--- src/rtl/wam_pkg.sv ---
// ----------------------------------------------------------------------------
// Windowed average and maximum: shared definitions
// Widths and reset constants used by the ring, divider and top level.
// ----------------------------------------------------------------------------
package wam_pkg;

  localparam int unsigned Channels      = 4;
  localparam int unsigned SampleW       = 24;
  localparam int unsigned PeakW         = 23;
  localparam int unsigned WinLenW       = 11;
  localparam int unsigned DefMaxWindow  = 1024;
  localparam logic [WinLenW-1:0] WinLenReset = 11'd1000;

  // Record or clear request, carried in the input tuser bit.
  typedef enum logic {
    FUNC_RECORD = 1'b0,
    FUNC_CLEAR  = 1'b1
  } func_t;

endpackage

--- src/rtl/wam_div.sv ---
// ----------------------------------------------------------------------------
// Signed by unsigned divider
// Restoring divider, one quotient bit per cycle, truncates toward zero.
// ----------------------------------------------------------------------------
module wam_div
  import wam_pkg::*;
#(
  parameter int unsigned SumW = 35,
  parameter int unsigned CntW = 11
) (
  input  logic                clk,
  input  logic                rst_n,
  input  logic                start,
  input  logic [SumW-1:0]     dividend,
  input  logic [CntW-1:0]     divisor,
  output logic                busy,
  output logic [SampleW-1:0]  quotient
);

  localparam int unsigned StepW = $clog2(SumW + 1);

  logic              busy_r, busy_nxt;
  logic [StepW-1:0]  step_r, step_nxt;
  logic [SumW-1:0]   quo_r, quo_nxt;
  logic [CntW:0]     rem_r, rem_nxt;
  logic [CntW-1:0]   dvs_r, dvs_nxt;
  logic              neg_r, neg_nxt;
  logic [CntW:0]     trial;
  logic [SumW-1:0]   qneg;

  always_comb begin
    busy_nxt = busy_r;
    step_nxt = step_r;
    quo_nxt  = quo_r;
    rem_nxt  = rem_r;
    dvs_nxt  = dvs_r;
    neg_nxt  = neg_r;
    trial    = {rem_r[CntW-1:0], quo_r[SumW-1]};
    if (start) begin
      busy_nxt = 1'b1;
      step_nxt = StepW'(SumW);
      quo_nxt  = dividend[SumW-1] ? (~dividend + 1'b1) : dividend;
      rem_nxt  = '0;
      dvs_nxt  = divisor;
      neg_nxt  = dividend[SumW-1];
    end else if (busy_r) begin
      if (trial >= {1'b0, dvs_r}) begin
        rem_nxt = trial - {1'b0, dvs_r};
        quo_nxt = {quo_r[SumW-2:0], 1'b1};
      end else begin
        rem_nxt = trial;
        quo_nxt = {quo_r[SumW-2:0], 1'b0};
      end
      step_nxt = step_r - 1'b1;
      if (step_r == StepW'(1)) begin
        busy_nxt = 1'b0;
      end
    end
  end

  always_ff @(posedge clk) begin
    if (!rst_n) begin
      busy_r <= 1'b0;
      step_r <= '0;
    end else begin
      busy_r <= busy_nxt;
      step_r <= step_nxt;
    end
    quo_r <= quo_nxt;
    rem_r <= rem_nxt;
    dvs_r <= dvs_nxt;
    neg_r <= neg_nxt;
  end

  assign qneg     = neg_r ? (~quo_r + 1'b1) : quo_r;
  assign quotient = qneg[SampleW-1:0];
  assign busy     = busy_r;

endmodule

--- config.mk ---
export PLATFORM = sky130hd
export DESIGN_NAME = wam_div
export DESIGN_NICKNAME = d
export VERILOG_FILES = /design/src/rtl/wam_pkg.sv /design/src/rtl/wam_div.sv
export SDC_FILE = /design/constraint.sdc
export NUM_CORES = 1
export LEC_CHECK = 0
export BUFFER_PORTS_ARGS = -buffer_cell sky130_fd_sc_hd__buf_2
export CORE_ASPECT_RATIO = 1.75
export CORE_MARGIN = 2
export CORE_UTILIZATION = 39
export DETAILED_ROUTE_END_ITERATION = 8
export PLACE_DENSITY = 0.67
export SLEW_MARGIN = 20
export SYNTH_ARGS = -nofsm -noshare
export SYNTH_HDL_FRONTEND = slang
export SYNTH_SLANG_ARGS = --single-unit
--- constraint.sdc ---
create_clock -name clk -period 7.6 [get_ports clk]
set_input_delay 1.52 -clock clk [delete_from_list [all_inputs] [get_ports clk]]
set_output_delay 1.52 -clock clk [all_outputs]
set_load 0.01 [all_outputs]
==> results.txt <==
In this run, synthesis inferred 47 flip-flops with an integrated enable. The leakage power total is 2.02 nW. For the final routed wirelength across all metal layers, the log shows 11100 µm. The number of antenna diodes in the final layout is 0. The worst setup path is of the register to primary output kind.

The power density of the placed cells is 219 mW/mm², and the die height is 145 µm. The post-cts sizing count is 0. Cells with a size suffix above 1 make up 19.0% of the layout. The final count of hold timing violations was 0; the net switching share of the total power was 30.0%. After clock tree synthesis, the clock-pin slew on the worst setup and hold paths is 60 ps.

By area the synthesized netlist is led by edfxtp_1 32%, dfxtp_1 8.2%, xor2_1 7.3%. In this run, distinct cell masters in the synthesized netlist total 50. For the pin with the worst max-slew slack, the measured transition is 1040 ps. The detail route stage leaves a number of antenna-violating nets equal to 0.

The top cell type by area accounts for 32.0% of the synthesized area. In this run the tool buffered the top-level ports with 73 buffer cells. Timing would allow up to 226 MHz.

The number of remaining DRC errors is 0, and the maximum VDD drop is 0.166 mV. Setup TNS: 0 ps. The longest clock path from root to sink contains 2 buffers.

The die covers 0.0122 mm². For the post-synthesis instance area, the log shows 0.00441 mm². The share of async-settable or async-resettable flops after synthesis came out at 0%. In this run, CTS created clock tree buffers numbering 9. The total area inside the core boundary comes to 0.0111 mm².

The post-synthesis sequential element count came out at 65. The detailed router finished its first iteration with 287 violations. After legalization and detailed placement, the total HPWL measured 7940 µm.

The path class of the tightest hold or removal check is register to register. At the worst endpoint, the arrival time is 2900 ps. For this run, the slowest stage of the critical path takes 590 ps. Summed over all layers, the global routing overflow is 0.

Maximum number of pins on one net before global-route repair: 100. The flow ran to the end, and the final reports show no timing, DRC or antenna violations. Post-CTS timing repair inserted 0 buffers for setup. The library cell used as clock root buffer was clkbuf_16. Sequential elements use 40.2% of the synthesized area. In the routed layout, each cell is associated on average with a via count of 5.69.

The worst-case headroom to the max-slew limit was 30.9%; the number of pins exceeding their max-slew limit in the final report was 0. The instance area at placement was 0.00485 mm²; the top-level I/O count was 74. The tools report the via count of the routed design as 3840.

For this run, the total global-route usage over all layers was measured as 18.4%. The worst setup path is captured at a primary output. The cell occurring most often along the worst timing path was or4_1. The run gives 0 as the total setup violations reported at the end of the flow. TritonCTS built the clock tree. The switching power total was 0.337 mW; the number of hold buffers added after CTS was 0. The global-route wire length before repair is 18000 µm.

The tools report the synthesized netlist cell count as 479. Of all cell types, the one taking the most synthesized area is edfxtp_1. Setup repair after global routing left no endpoint under its margin. For this design, the slowest cell found on the critical path is or4_1. Final-layout worst hold slack: 504 ps. Internal power comes to 0.787 mW. For this run, the leading register cell type out of synthesis is edfxtp_1. Startpoint type of the worst setup path: a register. In this run the number of H-tree levels came out at 3. The later pin in the worst-skew pair is clocked with a latency of 340 ps. The routed wire length per instance was 16.5 µm; the share of the cycle needed by the critical path after routing was 58.2%. Once the floorplan was initialized, standard cells occupied 39.7% of the core.

Timing analysis after detailed placement gives a worst setup slack of 3610 ps. After layout, the minimum clock period comes to 4420 ps. The Yosys step of the flow raised 0 warnings. Routability-driven placement finished with a final weighted congestion of 0.829. For this run, the share of the core covered by cells in the final layout is 46.3%. For this run, the post-layout net count is 603. Data on the critical path is required at its endpoint by 6080 ps. The proportion of power drawn by combinational gates came out at 23.6%. The top fanout value on the critical path was 5; the number of max-cap violations was 0. Post-route standard cell area excluding fillers: 0.00514 mm². The pre-antenna-repair detailed-routing pass consisted of 4 iterations. Across all setup checks in the final design, the least slack found is 3180 ps. The number of global-route vias before repair came out at 3797. Relative to the synthesized area, the layout overhead comes to 16.5%.

For this design, the sink count on the clock tree is 65. The library cells used most frequently in the layout, excluding fill and tap cells, are 73 x buf_2, 54 x nor2_1, 47 x edfxtp_1. The filler cells instantiated in the layout total 1106. The signal on the critical path passes through or4_1 > or4_1 > inv_1 > nand2_1 > o31ai_1 > xnor2_1 > buf_2. When the netlist entered floorplanning its net count stood at 544. Across the routed clock network, the largest skew measured is 10.5 ps. Number of antenna violations at the first check in global routing: 0. The floorplan has 51 rows. The average instance in the mapped netlist occupies 9.21 µm².

The die is 84.4 µm wide. The library cell used most frequently in the layout, excluding fill and tap cells, is buf_2. The run gives 41.0% as the part of the total power dissipated in sequential elements.

The clock network accounts for 35.3% of the total power.
## power by group through the flow
stage          clock, mW  combinational (mW)  sequential [mW]
2_1_floorplan          0               0.186            0.453
6_report           0.397               0.266            0.461
5_1_grt            0.420               0.296            0.466
3_5_place_dp           0               0.264            0.468
4_1_cts            0.407               0.266            0.461
3_3_place_gp           0               0.258            0.466
## cell families after synthesis
family	share of synthesized area, %
AO/OA/AOI/OAI	21.0
flip-flops	40.2
adder cells (fa/ha/maj)	4.71
AND/OR/NAND/NOR	16.4
buffers and inverters	4.54
multiplexers	0.227
XOR/XNOR	12.9
## area by class of cell
| class | instances | area, µm² | area share (%) |
|---|---|---|---|
| clock buffers | 13 | 272 | 5.28 |
| clock inverters | 3 | 13.8 | 0.268 |
| inverters | 24 | 90.1 | 1.75 |
| multi-input cells | 362 | 2440 | 47.4 |
| flip-flops and latches | 65 | 1770 | 34.5 |
| well taps | 132 | 165 | 3.21 |
| repair buffers | 76 | 388 | 7.55 |
## cells in the mapped netlist (2+ instances only)
master     instances
a2111oi_0          2
a211oi_1           3
a21o_1             5
a21oi_1           44
a311oi_1           9
clkbuf_1          25
dfxtp_1           18
edfxtp_1          47
ha_1              15
inv_1             24
nand2_1           23
nand2b_1           9
nand3_1           10
nand4_1            3
nor2_1            54
nor2b_1            4
nor3_1             6
nor4_1             7
o2111ai_1          2
o21a_1             5
o21ai_0           26
o21ai_1            2
o31ai_1           17
o41ai_1           10
o41ai_2            4
or2_2              6
or3_1              6
or4_1              8
xnor2_1           28
xor2_1            37
## flip-flops by register name, summed over array words and instances (netlist names)
signal and cells:
busy 1, dvs_r 11, neg_r 1, quo_r 35, rem_r 11, step_r 6
## metrics by stage
| stage | total power [mW] | std cells |
|---|---|---|
| after floorplan | 0.639 | 479 |
| after global placement | 0.724 | 659 |
| after detailed placement | 0.732 | 659 |
| after CTS | 1.13 | 675 |
| after global routing | 1.18 | 675 |
| final | 1.12 | 675 |
## critical path: cells and delay by family (launching register included)
family,cells,cell delay (ps)
buffers and inverters,2,250
xor gates and xnor gates,1,160
and+or+nand+nor,3,1290
AOI/OAI and AO/OA,1,400
DFF,1,450
## worst paths after layout
kind | start | depth (start not counted) | slack [ps] | endpoint
worst min register to register | rem_r[2] | 2 | 500 | rem_r[2]
worst max-delay path | quo_r[5] | 7 | 3180 | quotient[23]
worst max register to register | dvs_r[0] | 8 | 4680 | rem_r[1]
worst min-delay path | rem_r[2] | 2 | 500 | rem_r[2]
## routing by layer
layer | vias up | wire (µm) | global-route usage [%] | share of wire (%)
li1 | 1881 | - | - | -
met2 | 104 | 5880 | 33.1 | 53
met1 | 1830 | 4510 | 20.7 | 41
met4 | 0 | 342 | 10.4 | 3.1
met5 | - | 0 | 0 | 0
met3 | 25 | 406 | 2.84 | 3.6
(Power assumes the default switching activity.)
